### config.mk
export PLATFORM = sky130hd
export DESIGN_NAME = fbw_seq
export DESIGN_NICKNAME = d
export VERILOG_FILES = /design/src/fbw_pkg.sv /design/src/fbw_seq.sv
export SDC_FILE = /design/constraint.sdc
export NUM_CORES = 1
export LEC_CHECK = 0
export BUFFER_PORTS_ARGS = -buffer_cell sky130_fd_sc_hd__buf_2
export CAP_MARGIN = 30
export CELL_PAD_IN_SITES_DETAIL_PLACEMENT = 0
export CELL_PAD_IN_SITES_GLOBAL_PLACEMENT = 1
export CORE_MARGIN = 2
export CORE_UTILIZATION = 33
export CTS_CLUSTER_DIAMETER = 50
export DETAILED_ROUTE_END_ITERATION = 7
export HOLD_SLACK_MARGIN = 0.12
export PLACE_DENSITY_LB_ADDON = 0.2
export SYNTH_ARGS = -nofsm -noshare
export SYNTH_HDL_FRONTEND = slang
export SYNTH_SLANG_ARGS = --single-unit
export TNS_END_PERCENT = 50
### constraint.sdc
create_clock -name clk -period 2 [get_ports clk]
set_input_delay 0.2 -clock clk [delete_from_list [all_inputs] [get_ports clk]]
set_output_delay 0.2 -clock clk [all_outputs]
set_load 0.01 [all_outputs]
### src/fbw_pkg.sv
// ----------------------------------------------------------------------------
// fbw_pkg: shared types and codes of the backward flow warp
// Register indexes, op codes and the request record passed between stages.
// ----------------------------------------------------------------------------
package fbw_pkg;

	localparam int CFG_IDX_W = 2;
	localparam int CFG_DATA_W = 10;
	localparam int SAMPLE_W = 16;
	localparam int OUT_W = 24;
	localparam int OUT_FRAC = 8;

	localparam logic [CFG_IDX_W-1:0] REG_WIDTH = 2'd0;
	localparam logic [CFG_IDX_W-1:0] REG_HEIGHT = 2'd1;
	localparam logic [CFG_IDX_W-1:0] REG_CHANNELS = 2'd2;
	localparam logic [CFG_IDX_W-1:0] REG_MODE = 2'd3;

	localparam logic OP_LOAD = 1'b0;
	localparam logic OP_WARP = 1'b1;

	localparam logic MODE_NEAREST = 1'b0;
	localparam logic MODE_BILINEAR = 1'b1;

	// one memory read issued by the sequencer, tagged for the datapath
	typedef struct packed {
		logic       rd;      // a read is issued this cycle
		logic [1:0] tap;     // 0 top-left, 1 top-right, 2 bottom-left, 3 bottom-right
		logic       first;   // first tap of a channel
		logic       fin;     // last tap of a channel: result follows
		logic [2:0] chan;
		logic       last;    // last channel of the pixel
		logic       valid;
		logic       bilin;
	} fbw_tag_t;

endpackage

### src/fbw_seq.sv
// ----------------------------------------------------------------------------
// fbw_seq: warp request sequencer
// Computes the sample position, checks bounds and issues memory reads,
// one tap per cycle, for every channel of a pixel that is in bounds.
// ----------------------------------------------------------------------------
module fbw_seq import fbw_pkg::*; #(
	parameter int MAX_WIDTH = 512,
	parameter int MAX_HEIGHT = 512,
	parameter int MAX_CHANNELS = 4,
	parameter int FRAC_BITS = 8,
	parameter int COL_W = 9,
	parameter int ROW_W = 9,
	parameter int CH_W = 2,
	parameter int ADDR_W = 20
) (
	input  logic                 clk,
	input  logic                 arst_n,
	input  logic                 go,
	input  logic [11:0]          dst_col,
	input  logic [11:0]          dst_row,
	input  logic signed [19:0]   flow_u,
	input  logic signed [19:0]   flow_v,
	input  logic [9:0]           width_q,
	input  logic [9:0]           height_q,
	input  logic [2:0]           nch_q,
	input  logic                 mode_q,
	output logic                 busy,
	output logic                 free_next,
	output logic [ADDR_W-1:0]    raddr,
	output fbw_tag_t             tag,
	output logic [FRAC_BITS-1:0] fx,
	output logic [FRAC_BITS-1:0] fy
);

	localparam int POS_W = 12 + FRAC_BITS + 2;
	localparam int IP_W = POS_W - FRAC_BITS;
	localparam int MAXCH = (MAX_CHANNELS < 4) ? MAX_CHANNELS : 4;

	logic signed [POS_W-1:0] px, py;
	logic signed [IP_W-1:0]  ixf, iyf, ixr, iyr, ix, iy;
	logic signed [IP_W:0]    wlim, hlim;
	logic [10:0]             wsat, hsat;
	logic [2:0]              nsat;
	logic                    ok;

	logic                    act_q, bil_q, val_q;
	logic [1:0]              tap_q;
	logic [2:0]              ch_q, n_q;
	logic [COL_W-1:0]        col_q;
	logic [ROW_W-1:0]        row_q;
	logic [FRAC_BITS-1:0]    fx_q, fy_q;
	logic                    ch_end, px_end;
	logic [COL_W-1:0]        c;
	logic [ROW_W-1:0]        r;

	always_comb begin
		px = $signed({2'b00, dst_col, {FRAC_BITS{1'b0}}}) + POS_W'(flow_u);
		py = $signed({2'b00, dst_row, {FRAC_BITS{1'b0}}}) + POS_W'(flow_v);
		ixf = px[POS_W-1:FRAC_BITS];
		iyf = py[POS_W-1:FRAC_BITS];
		// round half away from zero on the magnitude
		ixr = px[POS_W-1] ? -IP_W'((-px + POS_W'(2**(FRAC_BITS-1))) >>> FRAC_BITS)
			: IP_W'((px + POS_W'(2**(FRAC_BITS-1))) >>> FRAC_BITS);
		iyr = py[POS_W-1] ? -IP_W'((-py + POS_W'(2**(FRAC_BITS-1))) >>> FRAC_BITS)
			: IP_W'((py + POS_W'(2**(FRAC_BITS-1))) >>> FRAC_BITS);
		wsat = (width_q == 10'd0) ? 11'd1 : (32'(width_q) > MAX_WIDTH) ? 11'(MAX_WIDTH)
			: 11'(width_q);
		hsat = (height_q == 10'd0) ? 11'd1 : (32'(height_q) > MAX_HEIGHT) ? 11'(MAX_HEIGHT)
			: 11'(height_q);
		nsat = (nch_q == 3'd0) ? 3'd1 : (32'(nch_q) > MAXCH) ? 3'(MAXCH) : nch_q;
		ix = (mode_q == MODE_BILINEAR) ? ixf : ixr;
		iy = (mode_q == MODE_BILINEAR) ? iyf : iyr;
		wlim = (mode_q == MODE_BILINEAR) ? $signed({1'b0, IP_W'(wsat)}) - (IP_W+1)'(1)
			: $signed({1'b0, IP_W'(wsat)});
		hlim = (mode_q == MODE_BILINEAR) ? $signed({1'b0, IP_W'(hsat)}) - (IP_W+1)'(1)
			: $signed({1'b0, IP_W'(hsat)});
		ok = !ix[IP_W-1] && !iy[IP_W-1] && ($signed({ix[IP_W-1], ix}) < wlim)
			&& ($signed({iy[IP_W-1], iy}) < hlim);
	end

	assign ch_end = !bil_q || !val_q || tap_q == 2'd3;
	assign px_end = ch_end && (ch_q + 3'd1 == n_q);
	assign busy = act_q;
	assign free_next = !act_q || px_end;

	always_ff @(posedge clk or negedge arst_n) begin
		if (!arst_n) begin
			act_q <= 1'b0;
			tap_q <= 2'd0;
			ch_q <= 3'd0;
		end else if (go) begin
			act_q <= 1'b1;
			tap_q <= 2'd0;
			ch_q <= 3'd0;
		end else if (act_q) begin
			if (px_end) begin
				act_q <= 1'b0;
			end else if (ch_end) begin
				tap_q <= 2'd0;
				ch_q <= ch_q + 3'd1;
			end else begin
				tap_q <= tap_q + 2'd1;
			end
		end
	end

	always_ff @(posedge clk) begin
		if (go) begin
			bil_q <= mode_q;
			val_q <= ok;
			n_q <= nsat;
			col_q <= COL_W'(ix);
			row_q <= ROW_W'(iy);
			fx_q <= px[FRAC_BITS-1:0];
			fy_q <= py[FRAC_BITS-1:0];
		end
	end

	always_comb begin
		c = col_q + COL_W'(tap_q[0]);
		r = row_q + ROW_W'(tap_q[1]);
		raddr = ADDR_W'({r, c, CH_W'(ch_q)});
		tag.rd = act_q && val_q;
		tag.tap = tap_q;
		tag.first = tap_q == 2'd0;
		tag.fin = act_q && ch_end;
		tag.chan = ch_q;
		tag.last = px_end;
		tag.valid = val_q;
		tag.bilin = bil_q;
		fx = fx_q;
		fy = fy_q;
	end

endmodule

# [Yosys cells after proc, flatten, opt, wreduce, memory -nomap -nowiden]
# Cells that the tools add are included.
[classes] n_addsub=16 n_lt_le_gt_ge=5 n_reduce_logical=23 eq_ne=3 n_mux=22
[ops] cell="adder 22 x 9 -> 22 bit (second input constant)" count=4
[ops] cell="two-way mux 14 bit" count=4
[ops] cell="adder 21 x 20 -> 22 bit" count=2
[ops] cell="negation 22 bit" count=2
[ops] cell="two-way mux 10 bit" count=4
[ops] cell="< comparator 14 x 15 -> 1 bit" count=2
[ops] cell="two-way mux 15 bit" count=2
[ops] cell="negation 14 bit" count=2
[ops] cell="subtractor 10 x 1 -> 11 bit (second input constant)" count=2
[ops] cell="> comparator 10 bit (second input constant)" count=2
[ops] cell="logical NOT 10 bit" count=2
[ops] cell="adder 9 x 1 -> 9 bit" count=2
[ops] cell="two-way mux 3 bit" count=5
[ops] cell="two-way mux 2 bit" count=4
[ops] cell="logical AND 1 bit" count=6
[ops] cell="logical NOT 1 bit" count=5
[ops] cell="nonzero test 2 bit" count=2
[ops] cell="adder 3 x 1 -> 3 bit (second input constant)" count=1
[ops] cell="equality test 3 bit" count=1
[ops] cell="> comparator 3 bit (second input constant)" count=1
[ops] cell="logical NOT 3 bit" count=1
[ops] cell="logical OR 1 bit" count=3
[ops] cell="two-way mux 1 bit" count=3
[ops] cell="AND reduction 3 bit" count=1
[ops] cell="other kinds (6)" count=6
[word_totals] out_inout_bits=49 inputBits=91 reg_bits=45 wordCells=80

# [Longest topological paths before layout]
[depth] word_depth=10 depth_mapped=26 mapped_depth_nobuf=24

# [Worst setup path after synthesis]
# No wires, ideal clock.
[synth_timing] path_kind="input-to-reg" from="input dst_col[0]" to="register val_q (data pin)" required_ns=1.744 stages=23 arrival_ns=4.758 setup_slack_ns=-3.014 cell_sequence="ha_1 > inv_1 > fa_1 > nor2b_1 > o31a_1 > or4_1 > nand3_1 > nand4_1 > or4_1 > nor4_1 > nor3_1 > a221oi_1 > nand4_1 > ha_1 > and4_1 > nand4_1 > or3_1 > o2111ai_1 > a21oi_1 > a22o_1 > a41o_1 > o311a_1 > and4_1"
[synth_via] elab_chain_len=10 elab_cells_between_ends=12 classes_between="add/sub (5); order compare (1); mux (2); reduce/logical (4)"
[synth_rtl] item="start: declaration" line="fbw_seq.sv:19" rtl="input logic [11:0] dst_col,"
[synth_rtl] item="adder 21 x 20 -> 22 bit (*)" line="fbw_seq.sv:57" rtl="px = $signed({2'b00, dst_col, {FRAC_BITS{1'b0}}}) + POS_W'(flow_u);"
[synth_rtl] item="negation 22 bit" line="fbw_seq.sv:62" rtl="ixr = px[POS_W-1] ? -IP_W'((-px + POS_W'(2**(FRAC_BITS-1))) >>> FRAC_BITS)"
[synth_rtl] item="adder 22 x 9 -> 22 bit" line="fbw_seq.sv:62"
[synth_rtl] item="negation 14 bit" line="fbw_seq.sv:62"
[synth_rtl] item="two-way mux 14 bit" line="fbw_seq.sv:62"
[synth_rtl] item="two-way mux 14 bit (*)" line="fbw_seq.sv:71" rtl="ix = (mode_q == MODE_BILINEAR) ? ixf : ixr;"
[synth_rtl] item="parallel branches: the longest is 2 deep, another holds < comparator 14 x 15 -> 1 bit"
[synth_rtl] item="logical AND 1 bit (*)" line="fbw_seq.sv:77" rtl="ok = !ix[IP_W-1] && !iy[IP_W-1] && ($signed({ix[IP_W-1], ix}) < wlim)"
[synth_rtl] item="logical AND 1 bit (*)" line="fbw_seq.sv:78" rtl="&& ($signed({iy[IP_W-1], iy}) < hlim);"
[synth_rtl] item="named net ok" line="fbw_seq.sv:44" rtl="logic ok;"
[synth_rtl] item="end signal: assignment" line="fbw_seq.sv:110" rtl="val_q <= ok;"
[synth_rtl] item="end: declaration" line="fbw_seq.sv:46" rtl="logic act_q, bil_q, val_q;"
# Mark *: on every way through the listed nets, which the timed path passes.
# A chain may end at the register's enable or synchronous reset.

# [Worst setup path in the final report]
[layout_timing] from="input flow_u[8]" to="register val_q (data pin)"
[layout_via] elab_chain_len=10 elab_cells_between_ends=12 classes_between="add/sub (5); order compare (1); mux (2); reduce/logical (4)"
[layout_rtl] item="start: declaration" line="fbw_seq.sv:21" rtl="input logic signed [19:0] flow_u,"
[layout_rtl] item="adder 21 x 20 -> 22 bit (*)" line="fbw_seq.sv:57"
[layout_rtl] item="negation 22 bit" line="fbw_seq.sv:62"
[layout_rtl] item="adder 22 x 9 -> 22 bit" line="fbw_seq.sv:62"
[layout_rtl] item="negation 14 bit" line="fbw_seq.sv:62"
[layout_rtl] item="two-way mux 14 bit" line="fbw_seq.sv:62"
[layout_rtl] item="two-way mux 14 bit (*)" line="fbw_seq.sv:71"
[layout_rtl] item="parallel branches: the longest is 2 deep, another holds < comparator 14 x 15 -> 1 bit"
[layout_rtl] item="logical AND 1 bit (*)" line="fbw_seq.sv:77"
[layout_rtl] item="logical AND 1 bit (*)" line="fbw_seq.sv:78"
[layout_rtl] item="named net ok" line="fbw_seq.sv:44"
# Marks and branches as above.

==> results.tsv <==
metric	value	unit
final hold vios	0	
Final Setup Violations	19	
clock power share	0.150	
share of cells above drive strength 1	0.469	
total internal power	3.84	mW
crit path kind	in -> reg	
initial antenna violation count	0	
Synth Flop Type	edfxtp_1	
R2R Setup Slk	0.34	ns
CTS Buffer Depth	2	
Worst Skew	0.00727	ns
critical path peak fanout	4	
# fillers	1859	
Final ANT Viol Nets	0	
Worst Hold Class	in -> reg	
Initial DRT Pass Iterations	4	
chip height	145	um
Hold Path End	fy[4]$_DFFE_PP_	
via-per-instance ratio	4.96	
area of the multi-input gates	0.00569	sq mm
top-count cell post-synth	nor2_1	
gpl congestion	0.817	
period utilisation layout	2.35	
reg-to-reg endpoint	ch_q[1]$_DFFE_PN0P_	
clk root buf	clkbuf_16	
port bufs	139	
sequential fraction of the synthesis area	0.203	
WHS	0.136	ns
Clock Latency Late Sink	0.28	ns
RSZ-0062 raised after global routing	true	
vias in the first global route	6735	
Sw Share	0.375	
clk sinks	45	
f_max	212	MHz
Layout Nets	1407	
critical path endpoint category	register	
area share of the leading cell type in the synthesized netlist	0.180	
num rows	51	
outcome	finished with violations	
cts bufs inserted	5	
CTS tree	built	
Seq. cell area	0.00132	sq mm
DR iter-0 viols	254	
global-route wire length before repair	31500	um
Final Critical Period	4.71	ns
post-synthesis cell area	0.00652	sq mm
Worst VDD drop	0.000303	V
R2R cell count	7	
worst hold stages	1	
Least-Margin Pin Slew	0.668	ns
Congestion Overflow GR	0	
Slew Viols, Final	0	
die area	0.0209	sq mm
Yosys reg bits	45	
Mapped Avg Cell Area	8.01	sq um
MaxCap Viol Count	0	
Pwr Density	564	mW/mm^2
setup TNS	-15.93	ns
area delta synth->final	67.5	%
Detailed Route WL	19800	um
Leakage	4.82	nW
Rel. slew slack	0.548	
Initial Util	0.336	
Worst Path Required	2.04	ns
Worst setup SP type	primary input	
via count	7482	
Reg2Reg Launch Point	tap_q[0]$_DFFE_PN0P_	
Psw	2.31	mW
YS warnings	0	
post-DP HPWL	15900	um
Die Span X	145	um
number of synthesized flops with an enable pin	39	
combinational share of power	0.639	
Synth async-reset ratio	0.133	
largest net degree at the start of global routing	46	
Critical Path AT	4.75	ns
Post-Syn Instances	814	
Post-synth top cells	73 x nor2_1, 71 x ha_1, 61 x nand2_1	
detailed-route DRC error count	0	
Core ar.	0.0194	sq mm
antenna fix cells	0	
Avg WL per Cell	13.1	um
Flop pwr share	0.211	
violated checks	setup timing	
I/O pin total	140	
post-synth cell types	83	
HP Start	flow_v[4]	
total track usage	0.180	
Final WS setup	-2.71	ns
clock transition at the registers of the reported paths	0.06	ns
H-tree Lvls	2	
Mapped Nets	978	
top cells by area, synth	edfxtp_1 18%, ha_1 14%, xnor2_1 7.0%, a21oi_1 4.2%, nor2_1 4.2%	
leading area contributor after synthesis	edfxtp_1	
layout by cell type, fill, tap and decap left out, types with 8 or more instances in the layout:
| cell type | instances |
|---|---|
| a21o_1 | 17 |
| a21oi_1 | 44 |
| a21oi_2 | 9 |
| a31oi_1 | 11 |
| and3_1 | 9 |
| buf_2 | 132 |
| buf_4 | 276 |
| buf_6 | 32 |
| dlygate4sd3_1 | 11 |
| edfxtp_1 | 39 |
| ha_1 | 57 |
| ha_4 | 9 |
| inv_1 | 28 |
| nand2_1 | 60 |
| nand2b_1 | 8 |
| nand3_1 | 28 |
| nand4_1 | 27 |
| nor2_1 | 62 |
| nor2b_1 | 11 |
| nor3_1 | 18 |
| o211ai_1 | 14 |
| o21ai_0 | 33 |
| or3_1 | 15 |
| xnor2_1 | 41 |
| xnor2_2 | 11 |
| xor2_1 | 15 |
worst max-delay path: stages:
cell	delay, ns
buf_6	0.10
ha_4	0.15
inv_2	0.05
fa_2	0.20
nor2b_2	0.05
o31a_1	0.29
buf_6	0.14
o211ai_1	0.31
and3_1	0.26
nand4b_1	0.18
nor4b_4	0.38
xnor2_2	0.13
and3_4	0.17
or4b_4	0.47
nand4_1	0.12
ha_1	0.15
and4_1	0.18
nand4_1	0.09
or3_1	0.37
o2111ai_2	0.08
a21oi_2	0.06
a22o_1	0.17
a41o_1	0.20
o311a_1	0.10
and4_1	0.15
cells by family (layout without fill, tap and decap cells):
family                     count (synthesis)  count (layout)  share of synthesized area
muxes                                     10              10                     0.0157
and+or+nand+nor                          324             324                      0.264
adders and majority gates                 73              73                      0.142
DFF                                       45              45                      0.203
AOI/OAI and AO/OA                        224             224                      0.234
xor gates and xnor gates                  74              74                      0.101
buffers and inverters                     64             494                     0.0403
power groups by stage:
stage / Combinational (mW) / Clock (mW) / Sequential [mW]
after floorplan: 1.89 / 0 / 1.33
after detailed placement: 3.42 / 0 / 1.32
final: 3.93 / 0.923 / 1.30
after global routing: 4.32 / 0.980 / 1.32
after global placement: 3.40 / 0 / 1.31
after CTS: 3.75 / 0.956 / 1.30
per-stage QoR:
stage / cell area [sq um] / worst slack [ns] / util / instances / total power [mW]
CTS: 10500 / -2.76 / 0.543 / 1496 / 6.00
global placement: 9650 / -3.05 / 0.498 / 1455 / 4.71
detailed placement: 9650 / -3.19 / 0.498 / 1455 / 4.74
global route: 10900 / -2.99 / 0.563 / 1509 / 6.62
floorplan: 6800 / -2.86 / - / 814 / 3.22
finish: 10900 / -2.71 / 0.563 / 1509 / 6.15
how the worst max path moves through the flow:
stage / startpoint / to / slack, ns / cells after the start
3_5_place_dp: dst_col[0] / val_q$_DFFE_PP_ / -3.19 / 24
2_1_floorplan: dst_col[0] / val_q$_DFFE_PP_ / -2.86 / 23
6_report: flow_u[8] / val_q$_DFFE_PP_ / -2.71 / 25
4_1_cts: flow_u[8] / val_q$_DFFE_PP_ / -2.76 / 24
5_1_grt: flow_u[8] / val_q$_DFFE_PP_ / -2.99 / 25
3_3_place_gp: dst_col[0] / val_q$_DFFE_PP_ / -3.05 / 24
per-layer routing:
metal / GRT usage / vias to the layer above / part of all wire
met5: 0 / - / 0
met4: 0.0291 / 0 / 0.0062
met3: 0.00795 / 9 / 0.029
met2: 0.286 / 127 / 0.44
met1: 0.272 / 3393 / 0.52
li1: - / 3953 / -
what timing repair did:
item / CTS / global route
hold buffers: 11 / 0
pin swaps: 64 / 55
buffers inserted: 22 / 19
endpoints found under the hold margin: 16 / 0
gates resized for setup: 86 / 62
cloned: 1 / 0
endpoints found under the setup margin: 21 / 22
layout make-up:
cell class | instances | area share
Timing Repair Buffer | 455 | 0.300
Tap cell | 265 | 0.0304
Multi-Input combinational cell | 705 | 0.522
Inverter | 31 | 0.0114
Sequential cell | 45 | 0.121
Clock buffer | 6 | 0.0118
Clock inverter | 2 | 0.00355
sequential cells by signal (all words and copies together) (netlist names):
name   flops
n_q        3
fy         8
fx         8
col_q      9
val_q      1
tap_q      2
row_q      9
bil_q      1
busy       1
ch_q       3
Note: power is estimated with default switching activity, not from simulation.
