`src/fbw_pkg.sv`:
```
// ----------------------------------------------------------------------------
// fbw_pkg: shared types and codes of the backward flow warp
// Register indexes, op codes and the request record passed between stages.
// ----------------------------------------------------------------------------
package fbw_pkg;

	localparam int CFG_IDX_W = 2;
	localparam int CFG_DATA_W = 10;
	localparam int SAMPLE_W = 16;
	localparam int OUT_W = 24;
	localparam int OUT_FRAC = 8;

	localparam logic [CFG_IDX_W-1:0] REG_WIDTH = 2'd0;
	localparam logic [CFG_IDX_W-1:0] REG_HEIGHT = 2'd1;
	localparam logic [CFG_IDX_W-1:0] REG_CHANNELS = 2'd2;
	localparam logic [CFG_IDX_W-1:0] REG_MODE = 2'd3;

	localparam logic OP_LOAD = 1'b0;
	localparam logic OP_WARP = 1'b1;

	localparam logic MODE_NEAREST = 1'b0;
	localparam logic MODE_BILINEAR = 1'b1;

	// one memory read issued by the sequencer, tagged for the datapath
	typedef struct packed {
		logic       rd;      // a read is issued this cycle
		logic [1:0] tap;     // 0 top-left, 1 top-right, 2 bottom-left, 3 bottom-right
		logic       first;   // first tap of a channel
		logic       fin;     // last tap of a channel: result follows
		logic [2:0] chan;
		logic       last;    // last channel of the pixel
		logic       valid;
		logic       bilin;
	} fbw_tag_t;

endpackage

```
`src/fbw_dp.sv`:
```
// ----------------------------------------------------------------------------
// fbw_dp: interpolation datapath
// Weights each returned sample and sums the four taps of a bilinear channel,
// then rounds and saturates; nearest passes the sample; result is registered.
// ----------------------------------------------------------------------------
module fbw_dp import fbw_pkg::*; #(
	parameter int FRAC_BITS = 8
) (
	input  logic                 clk,
	input  logic                 arst_n,
	input  fbw_tag_t             tag_s1,
	input  logic [FRAC_BITS-1:0] fx_s1,
	input  logic [FRAC_BITS-1:0] fy_s1,
	input  logic [SAMPLE_W-1:0]  rdata,
	output logic                 done,
	output logic [1:0]           out_channel,
	output logic [OUT_W-1:0]     out_value,
	output logic                 out_valid,
	output logic                 out_last
);

	localparam int WT_W = 2 * FRAC_BITS + 2;
	localparam int ACC_W = SAMPLE_W + WT_W;
	localparam int SH = 2 * FRAC_BITS - OUT_FRAC;

	logic [FRAC_BITS:0] wx, wy;
	logic [WT_W-1:0]    wt, wt_s2;
	logic [SAMPLE_W-1:0] smp_s2;
	logic [SAMPLE_W-1:0] smp_s2_hold_q;
	fbw_tag_t           tag_s2, tag_s3;
	logic [ACC_W-1:0]   prod_s3, acc_q, sum;
	logic [ACC_W:0]     rnd;
	logic [OUT_W-1:0]   val;

	always_comb begin
		wx = tag_s1.tap[0] ? {1'b0, fx_s1} : (FRAC_BITS+1)'(2**FRAC_BITS) - {1'b0, fx_s1};
		wy = tag_s1.tap[1] ? {1'b0, fy_s1} : (FRAC_BITS+1)'(2**FRAC_BITS) - {1'b0, fy_s1};
		wt = WT_W'(wx) * WT_W'(wy);
	end

	always_ff @(posedge clk) begin
		wt_s2 <= wt;
		smp_s2 <= rdata;
		prod_s3 <= ACC_W'(smp_s2) * ACC_W'(wt_s2);
	end

	always_ff @(posedge clk or negedge arst_n) begin
		if (!arst_n) begin
			tag_s2 <= '0;
			tag_s3 <= '0;
			done <= 1'b0;
		end else begin
			tag_s2 <= tag_s1;
			tag_s3 <= tag_s2;
			done <= tag_s3.fin;
		end
	end

	always_comb begin
		sum = (tag_s3.first ? '0 : acc_q) + prod_s3;
		if (SH > 0) begin
			rnd = ({1'b0, sum} + (ACC_W+1)'(2**SH >> 1)) >> SH;
		end else begin
			rnd = {1'b0, sum} << (-SH);
		end
		if (!tag_s3.valid) begin
			val = '0;
		end else if (tag_s3.bilin) begin
			val = (rnd > (ACC_W+1)'(2**OUT_W - 1)) ? '1 : OUT_W'(rnd);
		end else begin
			val = {smp_s2_hold_q, {OUT_FRAC{1'b0}}};
		end
	end

	always_ff @(posedge clk) begin
		smp_s2_hold_q <= smp_s2;
		acc_q <= sum;
		if (tag_s3.fin) begin
			out_channel <= tag_s3.chan[1:0];
			out_value <= val;
			out_valid <= tag_s3.valid;
			out_last <= tag_s3.last;
		end
	end

endmodule

```
`config.mk`:
```
export PLATFORM = sky130hd
export DESIGN_NAME = fbw_dp
export DESIGN_NICKNAME = d
export VERILOG_FILES = /design/src/fbw_pkg.sv /design/src/fbw_dp.sv
export SDC_FILE = /design/constraint.sdc
export NUM_CORES = 1
export LEC_CHECK = 0
export BUFFER_PORTS_ARGS = -buffer_cell sky130_fd_sc_hd__buf_2
export CAP_MARGIN = 20
export CORE_MARGIN = 4
export CORE_UTILIZATION = 60
export DETAILED_ROUTE_END_ITERATION = 7
export GPL_TIMING_DRIVEN = 0
export PLACE_DENSITY = 0.89
export SETUP_SLACK_MARGIN = 0.2
export SYNTH_ARGS = -nofsm -noshare
export SYNTH_HDL_FRONTEND = slang
export SYNTH_SLANG_ARGS = --single-unit
```
`constraint.sdc`:
```
create_clock -name clk -period 18.3 [get_ports clk]
set_clock_uncertainty 0.2 [all_clocks]
set_input_delay 1.83 -clock clk [delete_from_list [all_inputs] [get_ports clk]]
set_output_delay 1.83 -clock clk [all_outputs]
set_load 0.1 [all_outputs]
```
Yosys cells after proc, flatten, opt, wreduce, memory -nomap -nowiden
Cells that the tools add are included.
{"block": "classes", "reduce_logical": 1, "multipliers": 2, "add_sub_neg": 4, "n_mux": 5, "magnitude_cmp": 1}
{"op": "2-to-1 mux 24 bit", "n": 2}
{"op": "adder 34 x 8 -> 35 bit, second input constant", "n": 1}
{"op": "adder 34 bit", "n": 1}
{"op": "multiplier 16 x 18 -> 34 bit", "n": 1}
{"op": "2-to-1 mux 34 bit", "n": 1}
{"op": "> comparator 27 x 24 -> 1 bit, second input constant", "n": 1}
{"op": "multiplier 9 x 9 -> 18 bit", "n": 1}
{"op": "2-to-1 mux 9 bit", "n": 2}
{"op": "subtractor 9 x 8 -> 9 bit, first input constant", "n": 2}
{"op": "AND reduction 2 bit", "n": 1}
{"block": "totals", "out_inout_bits": 29, "inputBits": 45, "regBits": 161}

Logic depth before layout (Yosys ltp)
Gate-level depths: netlist of run 1.
{"block": "depth", "ltp_word": 6, "depth_mapped": 27}

Least setup slack after synthesis of run 1
OpenSTA, ideal clock, no wires.
{"block": "synth_path", "path_type": "input-to-reg", "from": "in fy_s1[0]", "to": "reg wt_s2[17]", "required_ns": 18.028, "arrival_time_ns": 7.073, "cell_stages": 25, "slack_ns": 10.955, "cell_sequence": "clkbuf_1 inv_1 ha_1 nor2_1 xor2_1 nand2_1 fa_1 fa_1 inv_1 ha_1 inv_1 fa_1 inv_1 ha_1 a21o_1 a21oi_1 o21ai_0 a21oi_1 o21ai_0 a21oi_1 o21bai_1 a2111oi_0 o31ai_1 a21oi_1 xnor2_1"}
{"block": "synth_via", "elab_chain_cells": 3}
{"element": "start, declared", "line_no": "fbw_dp.sv:13", "rtl": "input logic [FRAC_BITS-1:0] fy_s1,"}
{"element": "subtractor 9 x 8 -> 9 bit", "line_no": "fbw_dp.sv:37", "rtl": "wy = tag_s1.tap[1] ? {1'b0, fy_s1} : (FRAC_BITS+1)'(2**FRAC_BITS) - {1'b0, fy_s1};"}
{"element": "2-to-1 mux 9 bit (*)", "line_no": "fbw_dp.sv:37"}
{"element": "multiplier 9 x 9 -> 18 bit (*)", "line_no": "fbw_dp.sv:38", "rtl": "wt = WT_W'(wx) * WT_W'(wy);"}
{"element": "via wt[17]", "line_no": "fbw_dp.sv:27", "rtl": "logic [WT_W-1:0] wt, wt_s2;"}
{"element": "end signal, assigned", "line_no": "fbw_dp.sv:42", "rtl": "wt_s2 <= wt;"}
{"element": "end, declared", "line_no": "fbw_dp.sv:27"}
Mark *: on every way through the listed nets, which the timed path passes. The rest lies on a longest branch.
A chain may end at the register's enable or synchronous reset.

Worst setup path in the final report of run 1
{"block": "layout_path", "from": "reg smp_s2[8]", "to": "reg prod_s3[33]"}
{"block": "layout_via", "elab_chain_cells": 1}
{"element": "start, declared", "line_no": "fbw_dp.sv:28", "rtl": "logic [SAMPLE_W-1:0] smp_s2;"}
{"element": "start signal, assigned", "line_no": "fbw_dp.sv:43", "rtl": "smp_s2 <= rdata;"}
{"element": "multiplier 16 x 18 -> 34 bit", "line_no": "fbw_dp.sv:44", "rtl": "prod_s3 <= ACC_W'(smp_s2) * ACC_W'(wt_s2);"}
{"element": "end signal, assigned", "line_no": "fbw_dp.sv:44"}
{"element": "end, declared", "line_no": "fbw_dp.sv:31", "rtl": "logic [ACC_W-1:0] prod_s3, acc_q, sum;"}
No other way between the ends.

==> results of run 1 <==
-- through the flow --
step	cell area [um2]	cells
floorplan	18700	2038
detailed placement	19500	2503
CTS	20200	2535
global placement	19500	2502
global route	20200	2537
finish	20200	2537
-- worst paths after layout --
kind                                         from                       end
min in group asynchronous                  arst_n       tag_s3[4]$_DFF_PN0_
worst max register to register  smp_s2[8]$_DFF_P_       prod_s3[33]$_DFF_P_
worst max-delay path            smp_s2[8]$_DFF_P_       prod_s3[33]$_DFF_P_
worst min-delay path            smp_s2[9]$_DFF_P_  smp_s2_hold_q[9]$_DFF_P_
max in group asynchronous                  arst_n       tag_s2[3]$_DFF_PN0_
worst min register to register  smp_s2[9]$_DFF_P_  smp_s2_hold_q[9]$_DFF_P_
-- registers in the layout, indices dropped and copies added, names as in the netlist, 2 cells and up --
register       count
out_channel        2
tag_s2             7
smp_s2            16
prod_s3           34
smp_s2_hold_q     16
out_value         24
acc_q             34
wt_s2             18
tag_s3             7
-- final cells by class --
cell class                      instances  area [um2]
Buffer                                 57         228
Clock buffer                           17         425
Clock inverter                         15         189
Fill cell                            2357       10500
Inverter                              366        1370
Multi-Input combinational cell       1454       13500
Sequential cell                       161        3580
Tap cell                              396         495
Timing Repair Buffer                   71         365
-- synthesized netlist by cell type, drive strengths merged, types with 7 or more instances --
master	n	share of area [%]
dfrtp	15	2.0
o21bai	8	0.32
o31ai	8	0.32
o21a	7	0.28
nand3	21	0.59
nor3	18	0.48
o21ai	57	1.5
o211ai	7	0.28
nand2b	9	0.34
a21o	21	0.84
inv	366	7.3
nor4	7	0.35
edfxtp	28	4.5
or2	7	0.23
nor2b	42	1.4
fa	273	29
xnor2	62	2.9
ha	180	12
clkbuf	53	1.1
and3	11	0.37
nor2	79	1.6
a211oi	7	0.31
and4	7	0.33
a21oi	89	2.4
a31oi	12	0.47
xor2	32	1.5
nand2	246	4.9
dfxtp	118	13
and2	169	5.7
-- kinds of logic after synthesis --
| logic type | count (synthesis) |
|---|---|
| adders and majority gates | 453 |
| buffers and inverters | 423 |
| and+or+nand+nor | 642 |
| muxes | 9 |
| DFF | 161 |
| AOI/OAI and AO/OA | 256 |
| xor gates and xnor gates | 94 |
-- routing by layer --
layer  GRT usage [%]  up-vias  part of all wire, %
met5               0        -                    0
met2            48.7      732                   49
met3            5.96      170                  8.8
li1                -     6618                    -
met1            33.7     7017                   37
met4            13.3        0                  4.9
==> run metrics, run 1 <==
gr ovfl total=0; drt drc=0; simple-gate portion of the synthesized area=roughly 17%; DP Worst Slack=between 9000 and 10000 ps; First-pass DRT Iterations=5; critical path fanouts, max=10; Netlist cell types=76; commonest non-fill, non-tap cell in the layout=inv_1; initial antenna violation count=0; CP arrival=8470 ps; Antenna Cells=0; setup violators final=0; Synth Area in Adders=41.3%; number of synthesized flops with an enable pin=28; hold buffer count at cts=0; Sink Count=between 150 and 200; share of layout cells above drive strength 1=just over 6%; Critical Path Stages=25; Clock Latency Late Sink=450 ps; max-slew violation total from the final report=0; first-pass GRT wire length=roughly 76 mm; xor/xnor share of the synthesized area=~4.4%; setup TNS=0 ps; most frequent cells in the layout=366 x inv_1, 273 x fa_1, 246 x nand2_1, 180 x ha_1, 169 x and2_1; multiplexer share of the synthesized area=less than 1%; Setup Fix Bufs, Post-CTS=0; Yosys reg bits=between 150 and 200; Largest stage delay, worst path=approximately 890 ps; FFs w/ async S/R, synth=9.32%; WL final=between 40 and 50 mm; Total Routing Usage GR=around 28%; outcome=finished clean; CTS Buf Count=17; post-layout util=about two thirds; RD Place Congestion=roughly 0.97; row count=64; Tightest Hold Check Type=reg2reg; highest clock rate=between 100 and 150 MHz; routed len/inst=around 18 um; Setup crit end kind=register; RSZ-0062 raised after global routing=no; Final WS setup=roughly 10000 ps; Iter 0 DRT Violations=between 1000 and 1500; root buf cell=clkbuf_16; Seq/Total Area, Yosys=19.1%; startpoint class of the critical path=register; antenna viol nets, final=0; vias in the first global route=~15000; minimum clock period=8340 ps; # IOs=74; starting density of the core=between 60% and 70%; core footprint=a little over 30000 um2; Buf/Inv on CP=7; Hold Vio Cnt, Final=0; worst hold path stage count=0; compound-gate portion of the synthesized area=8.66%; main combinational cell family by area after synthesis=adder cells; reg-to-reg slack, setup=between 9000 and 10000 ps; CTS HTree Levels=4; Syn. warnings=0; CTS resizes=0; CTS tree=done; Fin Hold WS=~150 ps; syn_area_per_cell=around 9.2 um2; clk slew on worst S/H paths=80 ps; Slowest-stage cell, CP=a2111oi_0; Cells after Synth=just over 2000; post-synth net total=2536; CTS max path bufs=2; largest net degree at the start of global routing=30; Detailed Place HPWL=36.6 mm; Area growth, synth to finish=7.89%; layout net count=between 2000 and 3000; max-cap viol count=0; CP delay by family, top=adder cells; via count=between 10000 and 15000; Most common cell on crit path=fa_1; mapped cell area=approximately 19000 um2; reg2reg path depth=25; die height=~180 um; CP required=~18000 ps; Via density=roughly 5.7; worst-margin pin slew=~1100 ps; worst rel slew slack=between 20% and 30%; Port Buffer Count=68; kind of critical path=reg2reg; Final period util=between 40% and 50%; ys flop type=dfxtp_1; die footprint=34100 um2; die span in x=approximately 180 um
Power of run 1 is not shown: default switching activity piles up to over one toggle a cycle in this logic, so the estimate is an artifact.
==> run 2, diff against run 1 <==
- ABC_AREA: unset -> 1
- clock period: 18.3 -> 7.96 ns (I/O delays scaled with it)
==> run 2 against run 1 <==
Compared with the run above:
- cell area is 11% higher
- synthesized cell count is 41% higher
- global-route usage is 1.8 points higher
- die area is 12% higher
- final cell count is 35% higher
- sequential cell count stayed put
- critical path depth is 3 lower
- maximum frequency is 14% higher
- wire length is 22% higher
- first-iteration DRC count is 29% higher
==> run metrics, run 2 <==
outcome=finished clean; number of synthesized flops with an enable pin=28 (unchanged); CTS HTree Levels=4 (unchanged); Iter 0 DRT Violations=1540 (+29%); Total Routing Usage GR=30.0% (+1.8 points); Detailed Place HPWL=46.5 mm (+27%); ranking of synthesized cells by area=fa_1 26%, nand2_1 14%, inv_1 13%; critical path fanouts, max=10 (unchanged); antenna viol nets, final=0 (unchanged); Most common cell on crit path=fa_1; Sink Count=161 (unchanged); synth cell count leaders=802 x nand2_1, 752 x inv_1, 273 x fa_1; starting density of the core=60.8% (-0.17 points); layout net count=3462 (+32%); routed len/inst=16.3 um (-10%); die span in x=195 um (+5.6%); setup violators final=0 (unchanged); row count=68 (+6.3%); CP arrival=7470 ps (-1000 ps); kind of critical path=reg2reg; RD Place Congestion=0.990 (+2.5%); highest clock rate=137 MHz (+14%); Setup Fix Bufs, Post-CTS=0 (unchanged); Hold Vio Cnt, Final=0 (unchanged); cell type with the largest total area after synthesis=fa_1; core footprint=34500 um2 (+12%); minimum clock period=7290 ps (-1050 ps); largest registers=acc_q (34), prod_s3 (34), out_value (24); syn_area_per_cell=7.29 um2 (-21%); Port Buffer Count=69 (+1.5%); post-synth net total=3373 (+33%); gr ovfl total=0 (unchanged); root buf cell=clkbuf_16; Buf/Inv on CP=6 (-1); die height=195 um (+5.6%); die footprint=38000 um2 (+12%); most crowded layer after global routing=met2; Area growth, synth to finish=7.31%; vias in the first global route=18900 (+22%); mapped cell area=21000 um2 (+12%); Global Route met2 Usage=53.8% (+5.1 points); CP required=8140 ps (-10290 ps); Largest stage delay, worst path=640 ps (-250 ps); CP delay by family, top=adder cells; share of layout cells above drive strength 1=6.99% (+0.77 points); crit path launch=smp_s2[2]$_DFF_P_; Netlist cell types=52 (-32%); Seq/Total Area, Yosys=17.1% (-2.1 points); most frequent cells in the layout=802 x nand2_1, 752 x inv_1, 273 x fa_1, 200 x nor2_1, 180 x ha_1; Yosys reg bits=161 (unchanged); # IOs=74 (unchanged); ys flop type=dfxtp_1; First-pass DRT Iterations=6 (+1); CP cell instances=clkbuf_1, clkbuf_1, nand2_1, fa_1, fa_1, fa_1, inv_1, fa_1, fa_1, inv_1, fa_1, inv_1, ha_1, nand2_1, o21ai_0, inv_1, o221ai_1, a21oi_1, o21ai_0, nand3_1, o211ai_1, xor2_1; CTS max path bufs=2 (unchanged); GR Layer Usage met1=34.2% (+0.51 points); Setup crit end kind=register; Final period util=91.6% (+46 points); commonest non-fill, non-tap cell in the layout=nand2_1; initial antenna violation count=0 (unchanged); Syn. warnings=0 (unchanged); Antenna Cells=0 (unchanged); clk slew on worst S/H paths=70 ps (about the same); max-slew violation total from the final report=0 (unchanged); Slowest-stage cell, CP=clkbuf_1; GR Util met3=4.85% (-1.1 points); startpoint class of the critical path=register; largest net degree at the start of global routing=30 (unchanged); RSZ-0062 raised after global routing=no; setup TNS=0 ps (unchanged); CTS resizes=0 (unchanged); WL final=56.0 mm (+22%); FFs w/ async S/R, synth=9.32% (unchanged); Cells after Synth=2875 (+41%); drt drc=0 (unchanged); via count=18200 (+25%); Clock Latency Late Sink=460 ps (about the same); Synth top area share=26.1% (-3.1 points); first-pass GRT wire length=91.7 mm (+20%); cell with the most instances after synthesis=nand2_1; CTS Buf Count=17 (unchanged); worst-margin pin slew=1060 ps (-61.8 ps); worst rel slew slack=28.9% (+5.4 points); Via density=5.30 (-7.6%); Tightest Hold Check Type=in2async; reg2reg start=smp_s2[2]$_DFF_P_; hold buffer count at cts=0 (unchanged); CTS tree=done; max-cap viol count=0 (unchanged)
-- run 2: cell types whose count changed in the layout (fill, tap and decap cells not counted), moves of 44 or more --
cell	previous run	this run
and2_1	169	5
inv_1	366	752
nand3_1	20	88
nand2_1	246	802
xnor2_1	62	18
nor2_1	79	200
-- run 2: worst reg2reg max path: cells and delay by family, from the launching register on --
family                     cells  cell delay (ps)
adders and majority gates      7             3490
xor gates and xnor gates       1              170
buffers and inverters          6             1420
DFF                            1              450
and+or+nand+nor                3              430
AOI/OAI and AO/OA              5             1060
-- run 2: cells by family after synthesis --
| group | count (synthesis) | synth area share [%] |
|---|---|---|
| flops | 161 | 17.1 |
| simple gates | 1208 | 24.4 |
| compound gates | 139 | 3.62 |
| fa+ha+maj | 453 | 36.8 |
| xor+xnor | 62 | 2.59 |
| buf+inv | 852 | 15.5 |
-- run 2: cell type report --
class	instances	area (um2)
clock inverter	14	160
multi-input combinational	1862	14100
clock buffer	18	429
timing repair buffer	70	373
sequential	161	3580
inverter	768	2880
fill	2912	12000
tap	455	569
buffer	84	360
-- run 2: path summary, 6_finish.rpt --
check	endpoint	slack [ps]	depth (start not counted)
setup / recovery	prod_s3[31]$_DFF_P_	670	22
setup reg to reg	prod_s3[31]$_DFF_P_	670	22
hold reg to reg	smp_s2_hold_q[10]$_DFF_P_	150	0
min in group clk	smp_s2_hold_q[10]$_DFF_P_	150	0
hold / removal	tag_s2[2]$_DFF_PN0_	30	1
max in group asynchronous	tag_s3[2]$_DFF_PN0_	7280	1
-- run 2: routing by layer --
metal | share of wire, % | vias up | wire length, um
li1 | - | 8542 | -
met1 | 36 | 8493 | 20200
met2 | 50 | 869 | 27800
met3 | 7.6 | 269 | 4250
met4 | 6.8 | 0 | 3790
met5 | 0 | - | 0
-- run 2: per-stage QoR --
step	cells	instance area (um2)	utilization [%]	setup slack, ps	hold WS (ps)
final	3432	22500	65.3	671	34.4
after global routing	3432	22500	65.3	414	45.5
after CTS	3431	22500	65.2	833	21.6
after detailed placement	3399	21900	63.5	844	136
after global placement	3399	21900	63.5	924	132
after floorplan	2875	21000	-	1920	129
Power of run 2 is left out for the same reason.
==> run 3, diff against run 2 <==
- REMOVE_ABC_BUFFERS: unset -> 1
==> run 3 against run 2 <==
Compared with the run above:
- final cell count fell by 2.3%
- count of clock-buffer cells in the layout did not move
- wire length fell by 7.1%
- critical path type unchanged
- critical endpoint is now prod_s3[29]$_DFF_P_
==> run metrics, run 3 (same netlist as run 2, synthesis figures left out) <==
outcome=finished clean; CTS HTree Levels=4 (unchanged); First-pass DRT Iterations=6 (unchanged); drt drc=0 (unchanged); Total Routing Usage GR=28.5% (-1.5 points); WL final=52.0 mm (-7.1%); most frequent cells in the layout=802 x nand2_1, 752 x inv_1, 273 x fa_1, 200 x nor2_1, 180 x ha_1; CTS max path bufs=2 (unchanged); die height=195 um (unchanged); hold buffer count at cts=0 (unchanged); max-slew violation total from the final report=0 (unchanged); Final period util=85.1% (-6.5 points); layout net count=3382 (-2.3%); kind of critical path=reg2reg; Setup Fix Bufs, Post-CTS=0 (unchanged); Detailed Place HPWL=42.4 mm (-9.0%); clk slew on worst S/H paths=80 ps (about the same); CTS tree=done; Hold Vio Cnt, Final=0 (unchanged); worst-margin pin slew=1060 ps (+7.48 ps); CTS Buf Count=17 (unchanged); die span in x=195 um (unchanged); # IOs=74 (unchanged); Sink Count=161 (unchanged); RD Place Congestion=0.962 (-2.8%); Area growth, synth to finish=5.81%; first-pass GRT wire length=88.6 mm (-3.5%); vias in the first global route=18800 (-0.60%); minimum clock period=6770 ps (-517 ps); gr ovfl total=0 (unchanged); CTS resizes=0 (unchanged); Tightest Hold Check Type=in2async; largest registers=acc_q (34), prod_s3 (34), out_value (24); routed len/inst=15.5 um (-5.0%); share of layout cells above drive strength 1=7.11% (+0.12 points); Via density=5.29 (-0.18%); root buf cell=clkbuf_16; Setup crit end kind=register; startpoint class of the critical path=register; critical path fanouts, max=19 (+9); core footprint=34500 um2 (unchanged); max-cap viol count=0 (unchanged); commonest non-fill, non-tap cell in the layout=nand2_1; highest clock rate=148 MHz (+7.6%); Port Buffer Count=71 (+2.9%); CP required=8150 ps (about the same); Clock Latency Late Sink=460 ps (about the same); via count=17700 (-2.5%); CP arrival=6960 ps (-510 ps); initial antenna violation count=0 (unchanged); row count=68 (unchanged); RSZ-0062 raised after global routing=no; largest net degree at the start of global routing=30 (unchanged); die footprint=38000 um2 (unchanged); Iter 0 DRT Violations=1224 (-21%); starting density of the core=60.8% (unchanged); setup TNS=0 ps (unchanged); worst rel slew slack=28.9% (+0.054 points); setup violators final=0 (unchanged); antenna viol nets, final=0 (unchanged)
-- run 3: changes by cell type in the layout (fill, tap and decap cells not counted), moves of 2 or more --
cell,delta
buf_6,-2
clkbuf_1,-75
buf_1,-4
inv_6,-3
inv_8,+2
clkinv_8,-2
-- run 3: path summary, 6_finish.rpt --
path	startpoint	to	slack, ps	cells past startpoint
hold / removal	arst_n	tag_s2[1]$_DFF_PN0_	30	1
setup reg to reg	smp_s2[3]$_DFF_P_	prod_s3[29]$_DFF_P_	1190	22
max in group asynchronous	arst_n	tag_s3[4]$_DFF_PN0_	7290	1
hold reg to reg	tag_s2[6]$_DFF_PN0_	tag_s3[6]$_DFF_PN0_	150	0
min in group clk	tag_s2[6]$_DFF_PN0_	tag_s3[6]$_DFF_PN0_	150	0
setup / recovery	smp_s2[3]$_DFF_P_	prod_s3[29]$_DFF_P_	1190	22
-- run 3: routing by layer --
metal / vias up / GRT usage [%] / wire length (um)
li1: 8394 / - / -
met1: 8426 / 34.9 / 20300
met2: 718 / 50.2 / 25900
met3: 184 / 4.77 / 3800
met4: 0 / 11.7 / 2040
met5: - / 0 / 0
-- run 3: area by class of cell --
class,count,area (um2)
multi-input cells,1862,14100
fillers,2857,12300
flip-flops and latches,161,3580
inverters,768,2880
well taps,455,569
clock buffers,18,439
repair buffers,74,403
clock inverters,14,164
diodes,1,2.50
-- run 3: critical path, stage by stage, from the launching register on --
cell and delay, ps:
dfxtp_1 1010, nand2_1 190, fa_1 600, fa_1 450, fa_1 510, inv_1 40, ha_1 310, fa_1 540
inv_1 60, fa_1 520, inv_1 40, ha_1 360, nand2_1 70, o21ai_0 570, inv_1 120, o21ai_0 310
nand2_1 90, nand2_1 150, nand2_1 80, nand2_1 130, nand3_1 100, nand2_1 80, xor2_1 160
-- run 3: through the flow --
step	hold WS (ps)	cells	utilization, %	cell area (um2)	worst slack [ps]
final	30.8	3353	64.3	22200	1190
after floorplan	131	2791	-	20600	2130
after global routing	51.5	3352	64.3	22200	775
after CTS	22.7	3350	64.2	22100	1220
after global placement	132	3317	62.4	21500	1220
after detailed placement	137	3318	62.5	21500	973
Power of run 3 is left out for the same reason.
